--- config.mk ---
export PLATFORM = sky130hd
export DESIGN_NAME = hmac_sha256_engine
export DESIGN_NICKNAME = d
export VERILOG_FILES = /design/src/hw/rtl/hmac_pkg.sv /design/src/hw/rtl/hmac_compress.sv /design/src/hw/rtl/hmac_sha256_engine.sv
export VERILOG_INCLUDE_DIRS = /design/src /design/src/hw/rtl
export SDC_FILE = /design/constraint.sdc
export NUM_CORES = 2
export LEC_CHECK = 0
export BUFFER_PORTS_ARGS = -buffer_cell sky130_fd_sc_hd__buf_2
export CORE_ASPECT_RATIO = 0.6
export CORE_MARGIN = 8
export CORE_UTILIZATION = 60
export CTS_CLUSTER_SIZE = 12
export DETAILED_ROUTE_END_ITERATION = 6
export PLACE_DENSITY = 0.76
export SYNTH_ARGS = -nofsm -noshare
export SYNTH_HDL_FRONTEND = slang
export SYNTH_SLANG_ARGS = --single-unit
--- constraint.sdc ---
create_clock -name clk -period 35.3 [get_ports clk]
set_input_delay 3.53 -clock clk [delete_from_list [all_inputs] [get_ports clk]]
set_output_delay 3.53 -clock clk [all_outputs]
set_load 0.03 [all_outputs]
--- src/hw/rtl/assert_macros.svh ---
// Assertion helper macros shared by the RTL.
`ifndef ASSERT_MACROS_SVH
`define ASSERT_MACROS_SVH
`ifndef SYNTHESIS
`define CHK_IMPLY(label, clk, rst, ante, cons) \
  label: assert property (@(posedge clk) disable iff (rst) (ante) |-> (cons)) \
    else $error("check failed");
`define CHK_NEXT(label, clk, rst, ante, cons) \
  label: assert property (@(posedge clk) disable iff (rst) (ante) |=> (cons)) \
    else $error("check failed");
`else
`define CHK_IMPLY(label, clk, rst, ante, cons)
`define CHK_NEXT(label, clk, rst, ante, cons)
`endif
`endif

--- src/hw/rtl/hmac_pkg.sv ---
// ----------------------------------------------------------------------------
// hmac_pkg
// Types, round constants and SHA-256 helper functions.
// ----------------------------------------------------------------------------
package hmac_pkg;

  localparam int unsigned NUM_KEY_WORDS = 8;

  typedef enum logic [3:0] {
    ST_IDLE,
    ST_KEY,
    ST_ABSORB,
    ST_PAD,
    ST_LEN,
    ST_COPY,
    ST_OKEY,
    ST_OUTER,
    ST_SEND
  } ctl_state_t;

  // Block source selector for the compression unit
  typedef enum logic [2:0] {
    SRC_IPAD,
    SRC_OPAD,
    SRC_MEM,
    SRC_OUTER
  } blk_src_t;

  typedef struct packed {
    logic     start;
    logic     init_iv;
    blk_src_t src;
  } cmp_ctl_t;

  localparam logic [31:0] IPAD_WORD = 32'h36363636;
  localparam logic [31:0] OPAD_WORD = 32'h5c5c5c5c;

  localparam logic [31:0] ROUND_K [64] = '{
    32'h428a2f98, 32'h71374491, 32'hb5c0fbcf, 32'he9b5dba5, 32'h3956c25b, 32'h59f111f1,
    32'h923f82a4, 32'hab1c5ed5, 32'hd807aa98, 32'h12835b01, 32'h243185be, 32'h550c7dc3,
    32'h72be5d74, 32'h80deb1fe, 32'h9bdc06a7, 32'hc19bf174, 32'he49b69c1, 32'hefbe4786,
    32'h0fc19dc6, 32'h240ca1cc, 32'h2de92c6f, 32'h4a7484aa, 32'h5cb0a9dc, 32'h76f988da,
    32'h983e5152, 32'ha831c66d, 32'hb00327c8, 32'hbf597fc7, 32'hc6e00bf3, 32'hd5a79147,
    32'h06ca6351, 32'h14292967, 32'h27b70a85, 32'h2e1b2138, 32'h4d2c6dfc, 32'h53380d13,
    32'h650a7354, 32'h766a0abb, 32'h81c2c92e, 32'h92722c85, 32'ha2bfe8a1, 32'ha81a664b,
    32'hc24b8b70, 32'hc76c51a3, 32'hd192e819, 32'hd6990624, 32'hf40e3585, 32'h106aa070,
    32'h19a4c116, 32'h1e376c08, 32'h2748774c, 32'h34b0bcb5, 32'h391c0cb3, 32'h4ed8aa4a,
    32'h5b9cca4f, 32'h682e6ff3, 32'h748f82ee, 32'h78a5636f, 32'h84c87814, 32'h8cc70208,
    32'h90befffa, 32'ha4506ceb, 32'hbef9a3f7, 32'hc67178f2
  };

  localparam logic [31:0] START_IV [8] = '{
    32'h6a09e667, 32'hbb67ae85, 32'h3c6ef372, 32'ha54ff53a,
    32'h510e527f, 32'h9b05688c, 32'h1f83d9ab, 32'h5be0cd19
  };

  function automatic logic [31:0] ror32(input logic [31:0] v, input int unsigned n);
    ror32 = (v >> n) | (v << (32 - n));
  endfunction

endpackage

--- src/hw/rtl/hmac_compress.sv ---
// ----------------------------------------------------------------------------
// hmac_compress
// SHA-256 compression, one round per cycle, schedule in a 16-word window.
// The block words come in one per cycle over the first 16 rounds.
// ----------------------------------------------------------------------------
module hmac_compress (
  input  logic              clk,
  input  logic              rst,
  input  logic              start,    // begin a block; chain_in is the value
  input  logic [8*32-1:0]   chain_in,
  input  logic [31:0]       blk_word, // word for round number round_idx
  output logic [5:0]        round_idx,
  output logic              busy,
  output logic              done,     // one pulse, chain_out valid in that cycle
  output logic [8*32-1:0]   chain_out
);
  import hmac_pkg::*;

  logic [31:0] w [16];
  logic [31:0] r [8];
  logic [31:0] hv [8];
  logic [5:0]  cnt;
  logic        run;
  logic        fin;
  logic [31:0] wt, s0, s1, e, a, t1, t2;

  // Schedule word for this round
  always_comb begin
    s0 = ror32(w[1], 7) ^ ror32(w[1], 18) ^ (w[1] >> 3);
    s1 = ror32(w[14], 17) ^ ror32(w[14], 19) ^ (w[14] >> 10);
    wt = (cnt < 6'd16) ? blk_word : (w[0] + s0 + w[9] + s1);
    e  = r[4];
    a  = r[0];
    t1 = r[7] + (ror32(e, 6) ^ ror32(e, 11) ^ ror32(e, 25))
         + ((e & r[5]) ^ (~e & r[6])) + ROUND_K[cnt] + wt;
    t2 = (ror32(a, 2) ^ ror32(a, 13) ^ ror32(a, 22))
         + ((a & r[1]) ^ (a & r[2]) ^ (r[1] & r[2]));
  end

  // Advance rounds
  always_ff @(posedge clk) begin
    if (rst) begin
      run <= 1'b0;
      fin <= 1'b0;
      cnt <= '0;
    end else begin
      fin <= 1'b0;
      if (start && !run) begin
        run <= 1'b1;
        cnt <= '0;
      end else if (run) begin
        cnt <= cnt + 6'd1;
        if (cnt == 6'd63) begin
          run <= 1'b0;
          fin <= 1'b1;
        end
      end
    end
  end

  // Working registers and input chaining value
  always_ff @(posedge clk) begin
    if (start && !run) begin
      for (int i = 0; i < 8; i++) begin
        r[i]  <= chain_in[(7-i)*32 +: 32];
        hv[i] <= chain_in[(7-i)*32 +: 32];
      end
    end else if (run) begin
      for (int i = 0; i < 15; i++) w[i] <= w[i+1];
      w[15] <= wt;
      r[7] <= r[6]; r[6] <= r[5]; r[5] <= r[4]; r[4] <= r[3] + t1;
      r[3] <= r[2]; r[2] <= r[1]; r[1] <= r[0]; r[0] <= t1 + t2;
    end
  end

  // Feed-forward sum, taken while done is high
  always_comb begin
    for (int i = 0; i < 8; i++) chain_out[(7-i)*32 +: 32] = hv[i] + r[i];
  end

  assign round_idx = cnt;
  assign busy      = run | fin;
  assign done      = fin;

  `include "assert_macros.svh"
  `CHK_NEXT(a_fin_pulse, clk, rst, fin, !fin)
  `CHK_IMPLY(a_no_start_busy, clk, rst, fin, !run)
  `CHK_NEXT(a_last_round, clk, rst, run && cnt == 6'd63, fin && !run)

endmodule

--- src/hw/rtl/hmac_sha256_engine.sv ---
// ----------------------------------------------------------------------------
// hmac_sha256_engine
// HMAC-SHA256 over a byte stream with a 64-byte key held in registers.
// ----------------------------------------------------------------------------
// Channel  | Dir | Payload
// s_axis   | in  | tdata[7:0] msg_byte, tuser[0] has_byte, tlast last
// m_axis   | out | tdata[63:0] mac_word, tuser[1:0] word_index, tlast last_word
// cfg      | in  | cfg_index[3:0] register, cfg_data[63:0] value
//
// A byte item does not hold the input unless it completes a block; a full
// block then holds the input while the round unit runs (one round per cycle).
// The first item of a message adds one key-block compression; a last item
// adds the pad state, one or two padding blocks, the copy state and two
// outer blocks, then the four MAC words.
// Reset is synchronous; the block buffer needs no clearing.
// A stalled output holds the result register; no input is taken meanwhile.
// ----------------------------------------------------------------------------
module hmac_sha256_engine (
  input  logic        clk,
  input  logic        rst,
  input  logic        s_axis_tvalid,
  output logic        s_axis_tready,
  input  logic [7:0]  s_axis_tdata,   // [7:0] msg_byte
  input  logic        s_axis_tuser,   // [0] has_byte
  input  logic        s_axis_tlast,
  output logic        m_axis_tvalid,
  input  logic        m_axis_tready,
  output logic [63:0] m_axis_tdata,   // [63:0] mac_word
  output logic [1:0]  m_axis_tuser,   // [1:0] word_index
  output logic        m_axis_tlast,
  input  logic        cfg_valid,
  output logic        cfg_ready,
  input  logic [3:0]  cfg_index,
  input  logic [63:0] cfg_data
);
  import hmac_pkg::*;

  logic [63:0]  key [NUM_KEY_WORDS];
  ctl_state_t   state, state_next;
  logic         in_msg;         // a message is running
  logic [63:0]  bit_count;
  logic [5:0]   fill;           // bytes in the block buffer
  logic [31:0]  cur_word;       // word being assembled
  logic         last_pend;
  logic         pad_two;        // padding needs a second block
  logic         pad_second;
  logic [255:0] chain;
  logic [255:0] inner;
  logic [1:0]   out_cnt;

  // Block buffer: 16 words, one write and one read port
  logic [31:0]  blk_mem [16];
  logic         mem_we;
  logic [3:0]   mem_waddr;
  logic [31:0]  mem_wdata;
  logic [31:0]  mem_rdata;
  logic [3:0]   mem_raddr;
  logic [3:0]   rd_q;
  logic [31:0]  pad_word;
  logic [3:0]   pw;

  logic         cmp_start, cmp_busy, cmp_done;
  logic         started;
  logic [5:0]   round_idx;
  logic [255:0] cmp_out;
  logic [255:0] cmp_in;
  logic [31:0]  blk_word;
  cmp_ctl_t     ctl;
  logic         in_fire;
  logic [63:0]  len;
  logic [63:0]  kw;

  assign cfg_ready = 1'b1;
  always_ff @(posedge clk) begin
    if (rst) begin
      for (int i = 0; i < NUM_KEY_WORDS; i++) key[i] <= '0;
    end else if (cfg_valid && cfg_index < 4'd8) begin
      key[cfg_index[2:0]] <= cfg_data;
    end
  end

  assign s_axis_tready = (state == ST_IDLE);
  assign in_fire = s_axis_tvalid && s_axis_tready;
  assign len = bit_count + 64'd512;

  // Next state
  always_comb begin
    state_next = state;
    case (state)
      ST_IDLE: begin
        if (in_fire && !in_msg) state_next = ST_KEY;
        else if (in_fire && s_axis_tuser && fill == 6'd63) state_next = ST_ABSORB;
        else if (in_fire && s_axis_tlast) state_next = ST_PAD;
      end
      ST_KEY:    if (cmp_done) state_next = last_pend ? ST_PAD : ST_IDLE;
      ST_ABSORB: if (cmp_done) state_next = last_pend ? ST_PAD : ST_IDLE;
      ST_PAD:    state_next = ST_LEN;
      ST_LEN:    if (cmp_done) state_next = (pad_two && !pad_second) ? ST_LEN : ST_COPY;
      ST_COPY:   state_next = ST_OKEY;
      ST_OKEY:   if (cmp_done) state_next = ST_OUTER;
      ST_OUTER:  if (cmp_done) state_next = ST_SEND;
      ST_SEND:   if (m_axis_tready && out_cnt == 2'd3) state_next = ST_IDLE;
      default:   state_next = ST_IDLE;
    endcase
  end

  // Compression control per state
  always_comb begin
    ctl = '{start: 1'b0, init_iv: 1'b0, src: SRC_MEM};
    case (state)
      ST_KEY:   ctl = '{start: !cmp_busy, init_iv: 1'b1, src: SRC_IPAD};
      ST_ABSORB:ctl = '{start: !cmp_busy, init_iv: 1'b0, src: SRC_MEM};
      ST_LEN:   ctl = '{start: !cmp_busy, init_iv: 1'b0, src: SRC_MEM};
      ST_OKEY:  ctl = '{start: !cmp_busy, init_iv: 1'b1, src: SRC_OPAD};
      ST_OUTER: ctl = '{start: !cmp_busy, init_iv: 1'b0, src: SRC_OUTER};
      default:  ctl = '{start: 1'b0, init_iv: 1'b0, src: SRC_MEM};
    endcase
  end

  // Start only once per block: busy covers the round run and done pulse
  assign cmp_start = ctl.start && !started;
  always_comb begin
    for (int i = 0; i < 8; i++) cmp_in[(7-i)*32 +: 32] = START_IV[i];
    if (!ctl.init_iv) cmp_in = chain;
  end

  // Block word for the current round
  assign mem_raddr = (cmp_start || !cmp_busy) ? 4'd0 : 4'(round_idx + 6'd1);
  always_comb begin
    kw = key[round_idx[3:1]];
    case (ctl.src)
      SRC_IPAD:  blk_word = (round_idx[0] ? kw[31:0] : kw[63:32]) ^ IPAD_WORD;
      SRC_OPAD:  blk_word = (round_idx[0] ? kw[31:0] : kw[63:32]) ^ OPAD_WORD;
      SRC_OUTER: begin
        if (round_idx < 6'd8) blk_word = inner[(7 - round_idx[2:0])*32 +: 32];
        else if (round_idx == 6'd8) blk_word = 32'h80000000;
        else if (round_idx == 6'd15) blk_word = 32'd768;
        else blk_word = '0;
      end
      default:   blk_word = pad_word;
    endcase
  end

  hmac_compress u_cmp (
    .clk      (clk),
    .rst      (rst),
    .start    (cmp_start),
    .chain_in (cmp_in),
    .blk_word (blk_word),
    .round_idx(round_idx),
    .busy     (cmp_busy),
    .done     (cmp_done),
    .chain_out(cmp_out)
  );

  // Memory write: byte words; the first byte of a message opens word 0
  always_comb begin
    mem_we    = 1'b0;
    mem_waddr = fill[5:2];
    mem_wdata = cur_word;
    if (state == ST_IDLE && in_fire && s_axis_tuser) begin
      mem_we = 1'b1;
      if (!in_msg) begin
        mem_waddr = 4'd0;
        mem_wdata = {s_axis_tdata, 24'd0};
      end else begin
        mem_wdata = (fill[1:0] == 2'd0) ? {s_axis_tdata, 24'd0}
                  : (cur_word | ({24'd0, s_axis_tdata} << (5'd24 - {fill[1:0], 3'd0})));
      end
    end
  end

  // Read port: block buffer with padding overlay
  always_ff @(posedge clk) begin
    if (mem_we) blk_mem[mem_waddr] <= mem_wdata;
    rd_q <= mem_raddr;
  end
  always_ff @(posedge clk) begin
    mem_rdata <= blk_mem[mem_raddr];
  end
  // Padding view of the buffer
  always_comb begin
    pw = fill[5:2];
    pad_word = mem_rdata;
    if (state == ST_LEN) begin
      if (pad_second) begin
        pad_word = '0;
      end else if (rd_q == pw) begin
        pad_word = (fill[1:0] == 2'd0) ? 32'h80000000
                 : ((cur_word & ~(32'hffffffff >> {fill[1:0], 3'd0}))
                    | (32'h80000000 >> {fill[1:0], 3'd0}));
      end else if (rd_q > pw) begin
        pad_word = '0;
      end
      if (!pad_two || pad_second) begin
        if (rd_q == 4'd14) pad_word = len[63:32];
        if (rd_q == 4'd15) pad_word = len[31:0];
      end
    end
  end

  // Control registers
  always_ff @(posedge clk) begin
    if (rst) begin
      state <= ST_IDLE; in_msg <= 1'b0; bit_count <= '0; fill <= '0;
      last_pend <= 1'b0; pad_second <= 1'b0; out_cnt <= '0; started <= 1'b0;
      pad_two <= 1'b0;
    end else begin
      state <= state_next;
      if (cmp_start) started <= 1'b1;
      if (cmp_done) started <= 1'b0;
      if (in_fire) begin
        in_msg <= !s_axis_tlast;
        last_pend <= s_axis_tlast;
        if (!in_msg) begin
          bit_count <= s_axis_tuser ? 64'd8 : 64'd0;
          fill <= s_axis_tuser ? 6'd1 : 6'd0;
        end else if (s_axis_tuser) begin
          bit_count <= bit_count + 64'd8;
          fill <= fill + 6'd1;
        end
      end
      if (state == ST_PAD) pad_two <= (fill >= 6'd56);
      if (state == ST_LEN && cmp_done) pad_second <= pad_two && !pad_second;
      if (state == ST_COPY) pad_second <= 1'b0;
      if (state == ST_SEND && m_axis_tready) out_cnt <= out_cnt + 2'd1;
    end
  end

  // Payload registers
  always_ff @(posedge clk) begin
    if (mem_we) cur_word <= mem_wdata;
    if (cmp_done) chain <= cmp_out;
    if (state == ST_COPY) inner <= chain;
  end

  assign m_axis_tvalid = (state == ST_SEND);
  assign m_axis_tdata  = chain[(3 - out_cnt)*64 +: 64];
  assign m_axis_tuser  = out_cnt;
  assign m_axis_tlast  = (out_cnt == 2'd3);

  `include "assert_macros.svh"
  `CHK_IMPLY(a_no_in_busy, clk, rst, cmp_busy, !s_axis_tready)
  `CHK_IMPLY(a_send_idle, clk, rst, m_axis_tvalid, !cmp_busy)
  `CHK_NEXT(a_hold_out, clk, rst, m_axis_tvalid && !m_axis_tready, $stable(out_cnt))

endmodule
* Yosys cells after proc, flatten, opt, wreduce, memory -nomap -nowiden *
Memory sizes are Yosys's and may differ from the RTL's. A register that Yosys moved wholly into a read port is not among the register bits.
Cells that the tools add are included.

word-level totals
  bits in registers = 637
  bits in latches = 0
  RAM bits = 2048
  ROM bits = 2048
  output and inout bits = 70
  logic and storage cells = 234
  memories = 6

memories
  memory            depth  bits a word  rd ports  clocked after Yosys merged registers in  wr ports  line                      RTL
  (name not given)  64     32           1         0                                        0         hmac_compress.sv:35       + ((e & r[5]) ^ (~e & r[6])) + ROUND_K[cnt] + wt;
  blk_mem           16     32           1         1                                        1         hmac_sha256_engine.sv:52  logic [31:0] blk_mem [16];
  key               8      64           1         1                                        8         hmac_sha256_engine.sv:38  logic [63:0] key [NUM_KEY_WORDS];
  u_cmp.w           16     32           16        0                                        16        hmac_compress.sv:19       logic [31:0] w [16];
  u_cmp.hv          8      32           8         0                                        8         hmac_compress.sv:21       logic [31:0] hv [8];
  u_cmp.r           8      32           8         0                                        8         hmac_compress.sv:20       logic [31:0] r [8];

operators by class
  add/sub/neg operators = 26
  $mul = 0
  divide/modulo/power cells = 0
  $lt $le $gt $ge = 6
  equality and inequality tests = 25
  shift operators = 5
  multiplexer cells = 71
  bitwise operators = 44
  reductions and logical operators = 35

operators by type and width
  cell                    number
  $mux 32                 25
  $add 32x32->32          18
  $xor 32x32->32          9
  $mux 256                1
  $shiftx 256x33->32      1
  $shiftx 256x33->64      1
  $and 32x32->32          6
  $mux 64                 3
  $pmux 32 s3             1
  $add 64x10->64 const B  1
  $add 64x4->64 const B   1
  $not 32->32             2
  $or 32x32->32           2
  $reduce_or 64->1        1
  $shr 32x5->32 const A   2
  $mux 4                  12
  $not 16->16             2
  $or 10x32->32           1
  $or 13x32->32           1
  $or 14x32->32           1
  $or 15x32->32           1
  $or 19x32->32           1
  $or 21x32->32           1
  $or 25x32->32           1
  other kinds (50)        117

* Longest topological paths before layout *
  depth after elaboration = 16
  depth in mapped cells = 44
  mapped depth without buffers = 43

* Cells and area by module *
From an unflattened synthesis, not the netlist that was laid out.

second synthesis, totals
  cell total of the unflattened synthesis = 9817
  area, all modules = 134605.3 um^2

modules (own cells, without submodules)
  module              times used  cells each  area each (um^2)  seq. area each (um^2)
  hmac_sha256_engine  1           4652        72462.0           49367.3
  hmac_compress       1           5165        62143.4           30909.6

* Worst setup path before layout *
Ideal clock, no wire load.

  path kind = register to register
  start = register u_cmp.fin (netlist: u_cmp.done)
  end = memory u_cmp.r[0][0] (enable)
  setup time = 541 ps
  arrival = 28452 ps
  data required time = 34759 ps
  path slack = 6307 ps
  cell stages (with the launch flop) = 5
  buffers on the path = 0
  clock period less this slack = 28993 ps
  cells stage by stage = dfxtp_1 -> or4_1 -> nor3_1 -> nor2_1 -> inv_1

RTL lines
  item                    line                 RTL
  start, declared         hmac_compress.sv:24  logic fin;
  start signal, assigned  hmac_compress.sv:44  fin <= 1'b0;
  start signal, assigned  hmac_compress.sv:47  fin <= 1'b0;
  start signal, assigned  hmac_compress.sv:55  fin <= 1'b1;
  end, declared           hmac_compress.sv:20

==> results.toml <==
[outcome]
outcome = "completed"

[logic_synthesis]
synth_fa_ha_area_share_pct = 6.90
synthesis.area_um2 = 132000
synth_area_per_cell_um2 = 13.7
synth_cell_types = 104
synth_top_family_by_area = "simple AND/OR/NAND/NOR gates"
syn_inst = 9624
synth_xor_area_share_pct = 4.63
ys_ff_latch = 2717
yosysWarnings = 0
synth_flop_cell = "edfxtp_1"
async_reset_ff_share_pct = 0
synthSimpleGateAreaFrac_pct = 9.19
synth_compound_area_share_pct = 8.39
synth_edf_count = 2592
synthesis.nets = 10300
ys_seq_area_share_pct = 60.8
synthMuxAreaShare_pct = 7.49

[detailed_routing]
routedWlPerCell_um = 31.4
drtIter0Drc = 12500
route.detailed.drc = 0
wirelength_um = 401000
first_pass_iters = 6
antenna_left = 0
vias = 85000
routed_via_density = 6.65

[placement]
placedCellCount = 12400
place_congestion = 1.02
buffer_ports.inserted = 151
place_ws_ps = 23660
hpwlAfterDp_um = 277000

[sta]
worst_slack_ps = 22900
post-route-period-util_pct = 35.1
min_period_ps = 12400
hold_violations = 0
slew_headroom_pct = 3.37
finClkSkew_ps = 59.3
final_max_slew_viol_count = 0
tightestPinTransition_ps = 1450
finalSetupViolations = 0
max_freq_mhz = 80.6
final.setup.tns_ps = 0
rsz0062_at_grt = "false"

[floorplanning]
fp.dieW_um = 622
row_count = 133
die_h_um = 379
fp.dieArea_um2 = 236000
initial_utilization_pct = 60.3
core_area_um2 = 219000
ioPinCount = 153

[critical_path]
crit_path_end_kind = "flip-flop"
critPathKind = "reg2reg"
crit_path_max_fanout = 56
required_ps = 35860
cpPeakStageDelay_ps = 1060
slowest_stage = "nand2b_1"
critPathMostFrequentCell = "a21oi_1"
critPathArrivalTime_ps = 12960
startpoint_type = "flip-flop"

[final_layout]
final_cells = 12800
final_nets = 10400
drive_gt1_share_pct = 12.7
mostFrequentLayoutCells = "edfxtp_1, and2_1, nand2_1"
final_common_cell = "edfxtp_1"
area_growth_pct = 9.01

[cts]
path_clk_slew_ps = 60
cts_setup_buffers = 0
htree_num_levels = 5
clockRootBuffer = "clkbuf_16"
ctsHoldBuffers = 0
numCtsBuffers = 275
clock_path_buffers = 4
cts_tree = "yes"
clkLatencyLatePin_ps = 860
clock-sinks = 2717
cts-resized-gates = 0

[grt]
grt_max_degree = 163
grt_pass1_wl_um = 576000
grt_antenna_before_repair = 36
grt_overflow = 0
grt_usage_pct = 33.3
grt_pass1_vias = 81400

[hold_path]
min_path_type = "reg2reg"

[job]
maxCapViolations = 0
==> layer usage <==
layer / GRT usage, % / share of wire [%] / vias up
li1: - / - / 36000
met1: 51.0 / 42 / 42800
met2: 44.8 / 40 / 5570
met3: 12.6 / 15 / 629
met4: 7.48 / 2.5 / 18
met5: 0 / 0.025 / -
==> through the flow <==
| stage | hold WS (ps) | utilization, % | area, um^2 |
|---|---|---|---|
| after global routing | 404 | 65.7 | 144000 |
| final | 410 | 65.7 | 144000 |
| after detailed placement | 405 | 62.2 | 136000 |
| after global placement | 400 | 62.2 | 136000 |
| after CTS | 401 | 65.7 | 144000 |
| after floorplan | 400 | - | 132000 |
==> final timing paths <==
path                        start             end  slack [ps]  cells after the start
hold reg to reg   u_cmp.w[1][124]  u_cmp.w[1][92]         410                      0
setup reg to reg          rd_q[0]  u_cmp.r[0][29]       22900                     36
hold / removal    u_cmp.w[1][124]  u_cmp.w[1][92]         410                      0
setup / recovery          rd_q[0]  u_cmp.r[0][29]       22900                     36
==> worst max-delay path, delay by kind of cell (launching register included) <==
| kind | cells | cell delay [ps] |
|---|---|---|
| flops | 1 | 310 |
| buf+inv | 4 | 890 |
| simple gates | 8 | 3220 |
| xor+xnor | 2 | 560 |
| fa+ha+maj | 5 | 2150 |
| compound gates | 17 | 4940 |
==> registers in the layout, indices dropped and copies added, names as in the netlist, 2 cells and up, named ones only <==
name / cells
fill: 6
state: 4
u_cmp.r: 256
inner: 256
bit_count: 61
mem_rdata: 32
key: 512
cur_word: 32
u_cmp.round_idx: 6
blk_mem: 512
u_cmp.w: 512
rd_q: 4
u_cmp.hv: 256
m_axis_tuser: 2
chain: 256
==> Yosys cell counts, types with 107 or more instances <==
master | instances | area share, %
edfxtp_1 | 2592 | 59
and2_1 | 652 | 3.1
nand2_1 | 588 | 1.7
a21oi_1 | 550 | 2.1
xnor2_1 | 482 | 3.2
inv_1 | 425 | 1.2
nor2_1 | 412 | 1.2
ha_1 | 400 | 3.8
clkbuf_1 | 394 | 1.1
o21ai_0 | 297 | 1.1
mux4_2 | 290 | 4.9
mux2_2 | 229 | 2.0
xor2_1 | 212 | 1.4
fa_1 | 195 | 3.0
nand2b_1 | 195 | 0.92
a21o_1 | 182 | 1.0
o22ai_1 | 138 | 0.65
dfxtp_1 | 125 | 1.9
nor3_1 | 111 | 0.42
a311oi_1 | 107 | 0.71
==> kinds of logic after synthesis <==
logic type	count (synthesis)
DFF	2717
buffers and inverters	896
other	1
muxes	596
and+or+nand+nor	2358
adders and majority gates	615
xor gates and xnor gates	696
AOI/OAI and AO/OA	1745
==> cell type report <==
cell class | count | area [um^2]
clock inverters | 29 | 289
fillers | 15600 | 75000
multi-input cells | 6011 | 48600
repair buffers | 305 | 1990
inverters | 429 | 1620
diodes | 17 | 42.5
well taps | 2902 | 3630
flip-flops and latches | 2717 | 80400
clock buffers | 367 | 7380
Power is not shown: default switching activity piles up to over one toggle a cycle in this logic, so the estimate is an artifact.
